<file path="src/gmbfs_pkg.sv">
// shared types, codes and defaults for the grid spread depth unit
// no dependencies
package gmbfs_pkg;

   localparam int DEF_MAX_ROWS = 64;
   localparam int DEF_MAX_COLS = 64;

   localparam int DIM_W     = 7;
   localparam int CSR_IDX_W = 2;
   localparam int STEP_W    = 12;

   localparam logic [DIM_W-1:0] DIM_RESET = 7'd64;

   localparam logic [CSR_IDX_W-1:0] CSR_ROW_COUNT = 2'd0;
   localparam logic [CSR_IDX_W-1:0] CSR_COL_COUNT = 2'd1;

   localparam logic [1:0] CELL_TARGET = 2'd1;
   localparam logic [1:0] CELL_SOURCE = 2'd2;

   localparam logic [1:0] DIR_DOWN  = 2'd0;
   localparam logic [1:0] DIR_UP    = 2'd1;
   localparam logic [1:0] DIR_RIGHT = 2'd2;
   localparam logic [1:0] DIR_LEFT  = 2'd3;

   localparam logic [STEP_W-1:0] LEVEL_MAX = '1;

   typedef struct packed {
      logic [1:0] cell_state;
      logic       last_cell;
   } req_type;

   typedef struct packed {
      logic [STEP_W-1:0] steps_taken;
      logic              unreachable;
   } rsp_type;

   typedef struct packed {
      logic [DIM_W-1:0] rows;
      logic [DIM_W-1:0] cols;
   } dims_type;

endpackage

</file>
<file path="src/gmbfs_div.sv">
// restoring divider, one quotient bit a cycle: cell index to row and column
// uses gmbfs_pkg
module gmbfs_div #(
   parameter int AW = 12
) (
   input  logic                        clock,
   input  logic                        reset,
   input  logic                        go,
   input  logic [AW-1:0]               dividend,
   input  logic [gmbfs_pkg::DIM_W-1:0] divisor,
   output logic                        done,
   output logic [AW-1:0]               quotient,
   output logic [gmbfs_pkg::DIM_W-1:0] remainder
);

   localparam int DW   = gmbfs_pkg::DIM_W;
   localparam int CNTW = $clog2(AW + 1);

   logic            run_ff, run_in;
   logic            done_ff, done_in;
   logic [CNTW-1:0] cnt_ff, cnt_in;
   logic [AW-1:0]   quo_ff, quo_in;
   logic [DW-1:0]   rem_ff, rem_in;
   logic [DW:0]     trial;
   logic [DW:0]     diff;
   logic            ge;
   logic [AW-1:0]   quo_shift;

   always_comb begin
      trial     = {rem_ff, quo_ff[AW-1]};
      ge        = trial >= {1'b0, divisor};
      diff      = trial - {1'b0, divisor};
      quo_shift = quo_ff << 1;
      run_in    = run_ff;
      done_in   = 1'b0;
      cnt_in    = cnt_ff;
      quo_in    = quo_ff;
      rem_in    = rem_ff;
      if (go) begin
         run_in = 1'b1;
         cnt_in = CNTW'(AW);
         quo_in = dividend;
         rem_in = '0;
      end else if (run_ff) begin
         quo_in = quo_shift | AW'(ge);
         rem_in = ge ? diff[DW-1:0] : trial[DW-1:0];
         cnt_in = cnt_ff - CNTW'(1);
         if (cnt_ff == CNTW'(1)) begin
            run_in  = 1'b0;
            done_in = 1'b1;
         end
      end
   end

   always_ff @(posedge clock) begin
      if (reset) begin
         run_ff  <= 1'b0;
         done_ff <= 1'b0;
         cnt_ff  <= '0;
      end else begin
         run_ff  <= run_in;
         done_ff <= done_in;
         cnt_ff  <= cnt_in;
      end
   end

   always_ff @(posedge clock) begin
      quo_ff <= quo_in;
      rem_ff <= rem_in;
   end

   assign done      = done_ff;
   assign quotient  = quo_ff;
   assign remainder = rem_ff;

endmodule

</file>
<file path="config.mk">
export PLATFORM = sky130hd
export DESIGN_NAME = gmbfs_div
export DESIGN_NICKNAME = d
export VERILOG_FILES = /design/src/gmbfs_pkg.sv /design/src/gmbfs_div.sv
export SDC_FILE = /design/constraint.sdc
export NUM_CORES = 1
export LEC_CHECK = 0
export BUFFER_PORTS_ARGS = -buffer_cell sky130_fd_sc_hd__buf_4
export CAP_MARGIN = 40
export CORE_MARGIN = 5
export CORE_UTILIZATION = 25
export DETAILED_ROUTE_END_ITERATION = 8
export MAX_ROUTING_LAYER = met4
export PLACE_DENSITY = 0.54
export SLEW_MARGIN = 5
export SYNTH_ARGS = -nofsm -noshare
export SYNTH_HDL_FRONTEND = slang
export SYNTH_SLANG_ARGS = --single-unit
</file>
<file path="constraint.sdc">
create_clock -name clock -period 2.4 [get_ports clock]
set_clock_uncertainty 0.05 [all_clocks]
set_input_delay 0.12 -clock clock [delete_from_list [all_inputs] [get_ports clock]]
set_output_delay 0.12 -clock clock [all_outputs]
set_load 0.02 [all_outputs]
</file>
==> metrics.md <==
| Metric | Value |
|---|---|
| Yosys cell types | 47 |
| Worst path slowest cell | fa_1 |
| Post-Syn Area | roughly 1600 um^2 |
| Largest family of logic cells by synthesized area | compound AO/OA/AOI/OAI gates |
| DP Wirelength | around 2800 um |
| Share of layout cells above drive strength 1 | a little over a third |
| Vias per cell | between 4 and 5 |
| Part of the cycle the worst path needs | approximately 94% |
| Largest cells by area after synthesis | edfxtp_1, dfxtp_1, mux2_2 |
| Final hold vios | 0 |
| Syn nets | about 190 |
| Core Area | about 6200 um^2 |
| Maxcap violations | 0 |
| R2R Setup Slk | between 150 and 200 ps |
| Adder-cell area share of the yosys netlist | under 10% |
| Arrival @ worst endpoint | 2390 ps |
| Worst r2r path cells | 7 |
| GRT Total Usage | 9.24% |
| CTS tree | done |
| Io pins | 42 |
| Crit path largest cell delay | approximately 400 ps |
| Setup_tns | 0 ps |
| Top cell type's share of synthesized area | 22.9% |
| Leakage power | ~0.84 nW |
| Synthesized area per cell | a little over 10 um^2 |
| Die ar. | 7980 um^2 |
| Worst Tran Pin Value | about 550 ps |
| Final Setup Violations | 0 |
| Area leader, netlist | edfxtp_1 |
| Levels on crit path | 7 |
| Initial antenna violation count | 0 |
| Pwr dens | about 530 nW/um^2 |
| Total Wirelength | about 3600 um |
| Hold Path Origin | dividend[1] |
| RePlAce Congestion | just under 0.8 |
| Synth Area in XOR/XNOR | under 10% |
| Hold slack | around 100 ps |
| Register Area | a little over 600 um^2 |
| FMAX | approximately 450 MHz |
| Number of synthesized flops with an enable pin | 12 |
| DR iter-0 viols | between 70 and 80 |
| RSZ-0062 raised after global routing | no |
| Worst R2R End | remainder[2] |
| Die Y | 89.3 um |
| Worst hold path class | input pin to flop |
| Worst vdd ir | roughly 0.00028 V |
| Crit path required time | approximately 2500 ps |
| Clock tree sinks | 25 |
| Crit path max-delay family | adder cells |
| Post-Synthesis Cells | ~160 |
| GR Overflow Total | 0 |
| Slew margin rel. | 63.4% |
| Number of cell rows | 29 |
| Port Buffers | 41 |
| Fraction of the mapped netlist area in simple logic gates | between 15 and 20% |
| Die W | between 80 and 90 um |
| CTS Root Buffer Type | clkbuf_8 |
| Commonest cells post-synth | inv_1, nor2_1, dfxtp_1, edfxtp_1, mux2_2 |
| Synthesis-to-finish area growth | 28.4% |
| Clk_lat worst skew | between 200 and 300 ps |
| Drt wl/cell | about 13 um |
| CP max FO | 6 |
| CP Class | flop to flop |
| Gates resized, CTS repair | 0 |
| Ys async rst share | 0% |
| First-pass GRT wire length | between 5000 and 6000 um |
| CP Cell Sequence | inv_1 -> ha_1 -> fa_1 -> nand2b_1 -> a211o_1 -> and3_1 -> a311oi_2 |
| CTS clk-pin slew, worst paths | 90 ps |
| Bufs on Longest Clock Path | 2 |
| Run status | finished clean |
| Initial core utilization | about a quarter |
| Via count | about 1,300 |
| Reg2reg start | quotient[11] |
| Multi-input gate area | around 850 um^2 |
| Cells on Worst Hold Path | 2 |
| # fillers | 668 |
| Number of remaining DRC errors | 0 |
| 1st-pass router iterations | 4 |
| Compound-Gate Fraction of Synth Area | 17.3% |
| Yosys reg bits | 25 |
| Final slew viol count | 0 |
| Count of buffer and inverter cells on the critical path | 1 |
| # diodes | 0 |
| Hold Path End | quotient[1] |
| Final #Nets | roughly 230 |
| Post-synthesis mux area share | 8.51% |
| Maximum number of pins on one net before global-route repair | 34 |
| CTS buffer count | 3 |
| CTS H-tree depth | 1 |
| Synth Flop Type | dfxtp_1 |
| Vias in the first global route | 1,210 |
| Register area share after synthesis | 39.4% |
| Yosys synthesis warning count | 0 |
| Post-route ant nets | 0 |
| Crit. End Element | flop |
| Period minus WS final | between 2000 and 2500 ps |
| Worst setup SP type | flop |
[metal layers]
metal	GRT usage (%)	part of all wire, %	vias to the layer above
li1	-	-	650
met2	13.9	51	20
met4	3.79	1.7	0
met5	-	0	-
met3	0.737	3.5	4
met1	12.7	44	591
[logic make-up after synthesis]
group                      count (synthesis)
xor gates and xnor gates                   6
and+or+nand+nor                           49
adders and majority gates                 10
muxes                                     12
buffers and inverters                     22
AOI/OAI and AO/OA                         32
DFF                                       25
[report_power, final]
part	total (mW)	leakage, nW	internal (mW)	switching [mW]
Sequential	0.517	0.228	0.489	0.0285
Clock	0.254	0.0217	0.118	0.136
Combinational	0.310	0.592	0.150	0.160
[worst max path at each step]
stage / end / startpoint
final: remainder[2] / quotient[11]
after global routing: remainder[0] / quotient[11]
after global placement: remainder[0] / quotient[11]
after CTS: remainder[0] / quotient[11]
after detailed placement: remainder[0] / quotient[11]
after floorplan: remainder[2] / quotient[11]
[repair_timing]
| item | 4_1_cts | 5_1_grt |
|---|---|---|
| endpoints found under the hold margin | 2 | 0 |
| hold buffers | 1 | 0 |
| setup buffers | 0 | 0 |
[worst reg2reg max path, delay by kind of cell (launching register included)]
family	cells	cell delay [ps]
simple gates	2	500
fa+ha+maj	2	600
compound gates	2	590
buf+inv	1	70
flops	1	350
[placed cells by master (no fill, tap or decap), types with 3 or more instances in the layout]
cell / n
ha_1: 9
nand2_1: 8
nand2b_1: 4
clkbuf_8: 3
inv_1: 14
a41oi_1: 4
xnor2_1: 5
mux2_2: 11
o21ai_0: 4
nor2_1: 14
nor3b_1: 6
dfxtp_1: 13
edfxtp_1: 12
buf_4: 45
[sequential cells by signal (all words and copies together), names as in the netlist]
| register | flops |
|---|---|
| cnt_ff | 4 |
| done | 1 |
| quotient | 12 |
| remainder | 7 |
| run_ff | 1 |
[per-stage QoR]
| step | instances | power (mW) | util [%] | setup WS [ps] | area, um^2 |
|---|---|---|---|---|---|
| after global placement | 270 | 0.839 | 31.4 | 191 | 1960 |
| final | 275 | 1.08 | 32.4 | 155 | 2020 |
| after global routing | 275 | 1.15 | 32.4 | 35.6 | 2020 |
| after CTS | 275 | 1.10 | 32.4 | 148 | 2020 |
| after floorplan | 156 | 0.725 | - | 21.5 | 1570 |
| after detailed placement | 270 | 0.839 | 31.4 | 168 | 1960 |
[area by class of cell]
| class | instances | area share [%] |
|---|---|---|
| Tap cell | 77 | 4.77 |
| Timing Repair Buffer | 46 | 17.2 |
| Sequential cell | 25 | 30.7 |
| Clock inverter | 1 | 0.372 |
| Multi-Input combinational cell | 109 | 42.3 |
| Clock buffer | 3 | 2.04 |
| Inverter | 14 | 2.60 |
(Power assumes the default switching activity.)
