--- src/gmbfs_pkg.sv ---
// shared types, codes and defaults for the grid spread depth unit
// no dependencies
package gmbfs_pkg;

   localparam int DEF_MAX_ROWS = 64;
   localparam int DEF_MAX_COLS = 64;

   localparam int DIM_W     = 7;
   localparam int CSR_IDX_W = 2;
   localparam int STEP_W    = 12;

   localparam logic [DIM_W-1:0] DIM_RESET = 7'd64;

   localparam logic [CSR_IDX_W-1:0] CSR_ROW_COUNT = 2'd0;
   localparam logic [CSR_IDX_W-1:0] CSR_COL_COUNT = 2'd1;

   localparam logic [1:0] CELL_TARGET = 2'd1;
   localparam logic [1:0] CELL_SOURCE = 2'd2;

   localparam logic [1:0] DIR_DOWN  = 2'd0;
   localparam logic [1:0] DIR_UP    = 2'd1;
   localparam logic [1:0] DIR_RIGHT = 2'd2;
   localparam logic [1:0] DIR_LEFT  = 2'd3;

   localparam logic [STEP_W-1:0] LEVEL_MAX = '1;

   typedef struct packed {
      logic [1:0] cell_state;
      logic       last_cell;
   } req_type;

   typedef struct packed {
      logic [STEP_W-1:0] steps_taken;
      logic              unreachable;
   } rsp_type;

   typedef struct packed {
      logic [DIM_W-1:0] rows;
      logic [DIM_W-1:0] cols;
   } dims_type;

endpackage

--- src/gmbfs_ctrl.sv ---
// sequencer: grid load, level-by-level spread over the cell and queue rams, result
// uses gmbfs_pkg; drives gmbfs_ram and gmbfs_div ports from the top level
module gmbfs_ctrl #(
   parameter int MAX_ROWS = gmbfs_pkg::DEF_MAX_ROWS,
   parameter int MAX_COLS = gmbfs_pkg::DEF_MAX_COLS
) (
   input  logic                                                        clock,
   input  logic                                                        reset,
   input  logic                                                        start,
   output logic                                                        busy,
   input  gmbfs_pkg::req_type                                          req_item,
   output logic                                                        rsp_valid,
   output gmbfs_pkg::rsp_type                                          rsp_item,
   input  gmbfs_pkg::dims_type                                         dims,
   output logic                                                        st_we,
   output logic [((MAX_ROWS*MAX_COLS > 1) ? $clog2(MAX_ROWS*MAX_COLS) : 1)-1:0] st_waddr,
   output logic [1:0]                                                  st_wdata,
   output logic [((MAX_ROWS*MAX_COLS > 1) ? $clog2(MAX_ROWS*MAX_COLS) : 1)-1:0] st_raddr,
   input  logic [1:0]                                                  st_rdata,
   output logic                                                        q_we,
   output logic [((MAX_ROWS*MAX_COLS > 1) ? $clog2(MAX_ROWS*MAX_COLS) : 1)-1:0] q_waddr,
   output logic [((MAX_ROWS*MAX_COLS > 1) ? $clog2(MAX_ROWS*MAX_COLS) : 1)-1:0] q_wdata,
   output logic [((MAX_ROWS*MAX_COLS > 1) ? $clog2(MAX_ROWS*MAX_COLS) : 1)-1:0] q_raddr,
   input  logic [((MAX_ROWS*MAX_COLS > 1) ? $clog2(MAX_ROWS*MAX_COLS) : 1)-1:0] q_rdata,
   output logic                                                        div_go,
   output logic [((MAX_ROWS*MAX_COLS > 1) ? $clog2(MAX_ROWS*MAX_COLS) : 1)-1:0] div_dividend,
   input  logic                                                        div_done,
   input  logic [((MAX_ROWS*MAX_COLS > 1) ? $clog2(MAX_ROWS*MAX_COLS) : 1)-1:0] div_quo,
   input  logic [gmbfs_pkg::DIM_W-1:0]                                 div_rem
);

   localparam int DEPTH = MAX_ROWS * MAX_COLS;
   localparam int AW    = (DEPTH > 1) ? $clog2(DEPTH) : 1;
   localparam int CW    = $clog2(DEPTH + 1);
   localparam int DW    = gmbfs_pkg::DIM_W;
   localparam int SW    = gmbfs_pkg::STEP_W;
   localparam int NW    = ((CW > 2 * DW) ? CW : 2 * DW) + 1;

   typedef enum logic [2:0] {
      S_LOAD,
      S_LEVEL,
      S_QREAD,
      S_QWAIT,
      S_DIV,
      S_NB,
      S_NBCHK
   } state_type;

   state_type          state_ff, state_in;
   logic [CW-1:0]      load_ff, load_in;
   logic [CW-1:0]      head_ff, head_in;
   logic [CW-1:0]      tail_ff, tail_in;
   logic [CW-1:0]      fresh_ff, fresh_in;
   logic [CW-1:0]      remain_ff, remain_in;
   logic [SW-1:0]      level_ff, level_in;
   logic               prog_ff, prog_in;
   logic [1:0]         dir_ff, dir_in;
   logic [AW-1:0]      pos_ff, pos_in;
   logic [AW-1:0]      idx_ff, idx_in;
   logic               rsp_valid_ff, rsp_valid_in;
   gmbfs_pkg::rsp_type rsp_item_ff, rsp_item_in;

   logic [2*DW-1:0] total;
   logic [NW-1:0]   limit_n;
   logic [NW-1:0]   load_n;
   logic [NW-1:0]   rows_n;
   logic [NW-1:0]   cols_n;
   logic [NW-1:0]   pos_n;
   logic [NW-1:0]   r_n;
   logic [NW-1:0]   c_n;
   logic [NW-1:0]   nb_idx;
   logic            nb_ok;
   logic            nb_hit;
   logic            accept;
   logic            room;
   logic            mark;
   logic            adv;
   logic            prog_now;

   assign busy   = state_ff != S_LOAD;
   assign accept = start && !busy;

   always_comb begin
      total   = dims.rows * dims.cols;
      limit_n = (NW'(total) < NW'(DEPTH)) ? NW'(total) : NW'(DEPTH);
      load_n  = NW'(load_ff);
      room    = load_n < limit_n;
      rows_n  = NW'(dims.rows);
      cols_n  = NW'(dims.cols);
      pos_n   = NW'(pos_ff);
      r_n     = NW'(div_quo);
      c_n     = NW'(div_rem);
   end

   // neighbour in direction order down, up, right, left
   always_comb begin
      unique case (dir_ff)
         gmbfs_pkg::DIR_DOWN: begin
            nb_ok  = (r_n + NW'(1)) < rows_n;
            nb_idx = pos_n + cols_n;
         end
         gmbfs_pkg::DIR_UP: begin
            nb_ok  = r_n != '0;
            nb_idx = pos_n - cols_n;
         end
         gmbfs_pkg::DIR_RIGHT: begin
            nb_ok  = (c_n + NW'(1)) < cols_n;
            nb_idx = pos_n + NW'(1);
         end
         default: begin
            nb_ok  = c_n != '0;
            nb_idx = pos_n - NW'(1);
         end
      endcase
      nb_hit = nb_ok && (nb_idx < load_n);
   end

   assign mark     = (state_ff == S_NBCHK) && (st_rdata == gmbfs_pkg::CELL_TARGET);
   assign prog_now = prog_ff || mark;

   // ram and divider ports
   always_comb begin
      st_we        = (accept && room) || mark;
      st_waddr     = (state_ff == S_NBCHK) ? idx_ff : load_ff[AW-1:0];
      st_wdata     = (state_ff == S_NBCHK) ? gmbfs_pkg::CELL_SOURCE : req_item.cell_state;
      st_raddr     = nb_idx[AW-1:0];
      q_we         = (accept && room && (req_item.cell_state == gmbfs_pkg::CELL_SOURCE))
                     || mark;
      q_waddr      = tail_ff[AW-1:0];
      q_wdata      = (state_ff == S_NBCHK) ? idx_ff : load_ff[AW-1:0];
      q_raddr      = head_ff[AW-1:0];
      div_go       = state_ff == S_QWAIT;
      div_dividend = q_rdata;
   end

   always_comb begin
      state_in     = state_ff;
      load_in      = load_ff;
      head_in      = head_ff;
      tail_in      = tail_ff;
      fresh_in     = fresh_ff;
      remain_in    = remain_ff;
      level_in     = level_ff;
      prog_in      = prog_ff;
      dir_in       = dir_ff;
      pos_in       = pos_ff;
      idx_in       = idx_ff;
      rsp_valid_in = 1'b0;
      rsp_item_in  = rsp_item_ff;
      adv          = 1'b0;
      unique case (state_ff)
         S_LOAD: begin
            if (accept) begin
               if (room) begin
                  load_in = load_ff + CW'(1);
                  if (req_item.cell_state == gmbfs_pkg::CELL_TARGET) begin
                     fresh_in = fresh_ff + CW'(1);
                  end else if (req_item.cell_state == gmbfs_pkg::CELL_SOURCE) begin
                     tail_in = tail_ff + CW'(1);
                  end
               end
               if (req_item.last_cell) begin
                  state_in = S_LEVEL;
               end
            end
         end
         S_LEVEL: begin
            if ((head_ff < tail_ff) && (fresh_ff != '0)) begin
               remain_in = tail_ff - head_ff;
               prog_in   = 1'b0;
               state_in  = S_QREAD;
            end else begin
               rsp_valid_in            = 1'b1;
               rsp_item_in.steps_taken = (fresh_ff == '0) ? level_ff : '0;
               rsp_item_in.unreachable = fresh_ff != '0;
               load_in   = '0;
               head_in   = '0;
               tail_in   = '0;
               fresh_in  = '0;
               remain_in = '0;
               level_in  = '0;
               prog_in   = 1'b0;
               state_in  = S_LOAD;
            end
         end
         S_QREAD: begin
            state_in = S_QWAIT;
         end
         S_QWAIT: begin
            pos_in    = q_rdata;
            head_in   = head_ff + CW'(1);
            remain_in = remain_ff - CW'(1);
            state_in  = S_DIV;
         end
         S_DIV: begin
            if (div_done) begin
               dir_in   = gmbfs_pkg::DIR_DOWN;
               state_in = S_NB;
            end
         end
         S_NB: begin
            if (nb_hit) begin
               idx_in   = nb_idx[AW-1:0];
               state_in = S_NBCHK;
            end else begin
               adv = 1'b1;
            end
         end
         S_NBCHK: begin
            if (mark) begin
               tail_in  = tail_ff + CW'(1);
               fresh_in = fresh_ff - CW'(1);
               prog_in  = 1'b1;
            end
            adv = 1'b1;
         end
         default: begin
            state_in = S_LOAD;
         end
      endcase

      // next neighbour, next queued cell or end of level
      if (adv) begin
         if (dir_ff != gmbfs_pkg::DIR_LEFT) begin
            dir_in   = dir_ff + 2'd1;
            state_in = S_NB;
         end else if (remain_ff != '0) begin
            state_in = S_QREAD;
         end else begin
            if (prog_now && (level_ff != gmbfs_pkg::LEVEL_MAX)) begin
               level_in = level_ff + SW'(1);
            end
            state_in = S_LEVEL;
         end
      end
   end

   always_ff @(posedge clock) begin
      if (reset) begin
         state_ff     <= S_LOAD;
         load_ff      <= '0;
         head_ff      <= '0;
         tail_ff      <= '0;
         fresh_ff     <= '0;
         remain_ff    <= '0;
         level_ff     <= '0;
         prog_ff      <= 1'b0;
         dir_ff       <= gmbfs_pkg::DIR_DOWN;
         rsp_valid_ff <= 1'b0;
      end else begin
         state_ff     <= state_in;
         load_ff      <= load_in;
         head_ff      <= head_in;
         tail_ff      <= tail_in;
         fresh_ff     <= fresh_in;
         remain_ff    <= remain_in;
         level_ff     <= level_in;
         prog_ff      <= prog_in;
         dir_ff       <= dir_in;
         rsp_valid_ff <= rsp_valid_in;
      end
      pos_ff      <= pos_in;
      idx_ff      <= idx_in;
      rsp_item_ff <= rsp_item_in;
   end

   assign rsp_valid = rsp_valid_ff;
   assign rsp_item  = rsp_item_ff;

endmodule

--- config.mk ---
export PLATFORM = sky130hd
export DESIGN_NAME = gmbfs_ctrl
export DESIGN_NICKNAME = d
export VERILOG_FILES = /design/src/gmbfs_pkg.sv /design/src/gmbfs_ctrl.sv
export SDC_FILE = /design/constraint.sdc
export NUM_CORES = 1
export LEC_CHECK = 0
export BUFFER_PORTS_ARGS = -buffer_cell sky130_fd_sc_hd__buf_2
export CORE_MARGIN = 5
export CORE_UTILIZATION = 30
export DETAILED_ROUTE_END_ITERATION = 6
export RECOVER_POWER = 25
export SLEW_MARGIN = 20
export SYNTH_ARGS = -nofsm -noshare
export SYNTH_HDL_FRONTEND = slang
export SYNTH_SLANG_ARGS = --single-unit
--- constraint.sdc ---
create_clock -name clock -period 30.2 [get_ports clock]
set_input_delay 6.04 -clock clock [delete_from_list [all_inputs] [get_ports clock]]
set_output_delay 6.04 -clock clock [all_outputs]
set_load 0.005 [all_outputs]
==> results.toml <==
[setup_path]
critPathKind = "input port to primary output"
worstPathRequired_ns = 24.16
cp.buffers_inverters = 8
cp_slowest_cell = "fa_1"
rr_startpoint = "dir_ff[0]$_SDFF_PP0_"
crit_arrival_ns = 12.65
rrSetupSlack_ns = 24.37
crit_path_end_kind = "primary output"
critPathMostFrequentCell = "inv_1"
critPathTopFamily = "adder cells"
worstPathMaxFanout = 12
cp-start-kind = "input port"
slowest_delay_ns = 0.54
startpoint = "dims[10]"

[global_route]
first_global_vias = 9758
met3_usage_pct = 2.583
grtUsageTotal_pct = 14.94
busiest_layer = "met2"
use_met1_pct = 19.11
grt_max_degree = 74
grt_pass1_wl_um = 50490
antenna_found_initial = 0
grt_overflow = 0
met2_usage_pct = 25.81

[yosys]
synth_edf_count = 37
syn_avg_cell_area_um2 = 8.121
yosysSeqAreaShare_pct = 25.25
async_flop_share_pct = 0
synth_cell_types = 74
ys.flop_type = "dfxtp_1"
syn_nets = 1565
synth_seq_cells = 121
syn_inst = 1362
syn_area_um2 = 11060
ys_warn_count = 0

[timing]
hold_viol = 0
rsz0062_at_grt = "no"
setup_viol = 0
clock_skew_ns = 0.01459
finalCritPeriodShare_pct = 61.89
max_freq_ghz = 0.05350
relSlewSlack_pct = -130.3
worst-slew-pin-transition_ns = 3.454
slew_viol_final = 82
period_needed_ns = 18.69
fin_ws_ns = 11.51
setup_tns_ns = 0

[power]
ir_drop_mv = 0.03258
powerDensity_nw_per_um2 = 42.97
p_leak_nw = 5.297

[layout]
fin_nets = 1643
nFillCells = 3812
final_cell_mix = "nor2_1, buf_2, nand2_1"
drive_above_1_share_pct = 13.28
ff_latch_area_um2 = 2793
utilization_pct = 34.05
syn_to_final_growth_pct = 12.42
diodes = 0
layout_commonest_cell = "nor2_1"
multi_input_area_um2 = 7356

[die]
ios = 146
core_area_um2 = 36520
die_w_um = 202.0
start_util_pct = 30.28
row_count = 70
die_y_um = 202.0
fp.dieArea_um2 = 40810

[detailed_routing]
first_iter_violations = 610
first_pass_iters = 5
route.detailed.drc = 0
vias = 10020
routed_via_density = 5.218
wl_um = 31000
ant_nets = 0
wl_per_cell_um = 16.14

[clock_tree]
clockBufferDepth = 2
clockRootBuffer = "clkbuf_16"
cts_tree = "built"
post_cts.repair.setup_buffers = 0
clock_latency_ns = 0.42
hold_buffers = 0
htree_levels = 4
clk_pin_slew_ns = 0.05
cts_resized = 0
numCtsBuffers = 17
cts.sinks = 121

[place]
preCtsSetupSlack_ns = 11.54
io_buffer_count = 145
gp_congestion = 0.8773
hpwl_um = 24480

[run_status]
violations = "max-capacitance violations, max-slew violations"
status = "complete, but fails checks"

[min_path]
hold_path.class = "flop to flop"
holdCritStartpoint = "fresh_ff[11]$_SDFFE_PP0P_"

[run]
maxCapViolCount = 2
## routing by layer
metal / up-vias / routed length [um] / share of wire (%)
met5: - / 0 / 0
met4: 0 / 638 / 2.1
met3: 41 / 1662 / 5.4
met2: 277 / 14860 / 48
met1: 4753 / 13840 / 45
li1: 4952 / - / -
## cells in the mapped netlist, types with 6 or more instances
cell        n  area share [%]
a211oi_1   11            0.75
a21o_1     19             1.3
a21oi_1    74             3.3
a221oi_1   13             1.0
a31oi_1    20             1.1
and2_1     26             1.5
and3_1     13            0.74
buf_4      49             3.3
clkbuf_1   36             1.2
dfxtp_1    84              15
edfxtp_1   37              10
fa_1       28             5.1
ha_1      121              14
inv_1      90             3.1
mux2i_1     9            0.81
nand2_1   133             4.5
nand2b_1   15            0.85
nand3_1    43             1.9
nand3b_1    9            0.61
nand4_1    22             1.2
nor2_1    141             4.8
nor2b_1    15            0.85
nor3_1     39             1.8
nor3b_1    10            0.68
nor4_1     21             1.2
o211ai_1    6            0.41
o21a_1     16             1.1
o21ai_0    60             2.7
o21bai_1   11            0.75
o31ai_1     7            0.48
o41ai_1     6            0.48
or3_1      22             1.2
or4_1       6            0.41
xnor2_1    52             4.1
xor2_1     24             1.9
## metrics by stage
step / std cells / instance area, um2 / hold WS, ns / total power [mW]
2_1_floorplan: 1362 / 11060 / 0.4449 / 0.2938
3_3_place_gp: 1889 / 11870 / 0.4549 / 0.3307
3_5_place_dp: 1889 / 11870 / 0.4663 / 0.3332
4_1_cts: 1921 / 12450 / 0.4735 / 0.5400
5_1_grt: 1921 / 12430 / 0.5004 / 0.5689
6_report: 1921 / 12430 / 0.4712 / 0.5344
## cells by family (layout without fill, tap and decap cells)
logic type	Yosys count	after routing	share of synthesized area [%]
AOI/OAI and AO/OA	283	283	16.89
xor gates and xnor gates	76	76	6.018
DFF	121	121	25.25
muxes	14	14	1.324
buffers and inverters	187	278	8.246
and+or+nand+nor	532	532	23.52
adders and majority gates	149	149	18.76
## layout make-up
cell class / count / area share (%)
Clock buffer: 19 / 3.562
Clock inverter: 13 / 1.167
Inverter: 94 / 2.838
Multi-Input combinational cell: 1054 / 59.16
Sequential cell: 121 / 22.46
Tap cell: 468 / 4.709
Timing Repair Buffer: 152 / 6.108
## registers in the layout (all words and copies together), names as in the netlist
signal,count
tail_ff,13
pos_ff,12
level_ff,12
head_ff,13
rsp_valid,1
load_ff,13
idx_ff,12
rsp_item,13
prog_ff,1
state_ff,3
dir_ff,2
remain_ff,13
fresh_ff,13
## final timing paths
kind              depth (start not counted)                        end
hold / removal                            2  fresh_ff[11]$_SDFFE_PP0P_
setup reg to reg                         25     level_ff[2]$_SDFF_PP0_
setup / recovery                         28                       q_we
hold reg to reg                           2  fresh_ff[11]$_SDFFE_PP0P_
## worst reg2reg max path, delay by kind of cell (launching register included)
kind / cells / cell delay (ns)
AND/OR/NAND/NOR: 3 / 0.68
multiplexers: 1 / 0.38
flip-flops: 1 / 0.42
buffers and inverters: 2 / 0.38
adder cells (fa/ha/maj): 4 / 1.36
XOR/XNOR: 1 / 0.07
AO/OA/AOI/OAI: 14 / 2.40
## where the power goes
| part | switching (mW) | internal [mW] | total (mW) | leakage, nW |
|---|---|---|---|---|
| clock | 0.0803 | 0.124 | 0.204 | 0.268 |
| sequential | 0.00295 | 0.171 | 0.173 | 1.01 |
| combinational | 0.0930 | 0.0635 | 0.157 | 4.01 |
No activity file was read; power rests on OpenSTA's default activity.
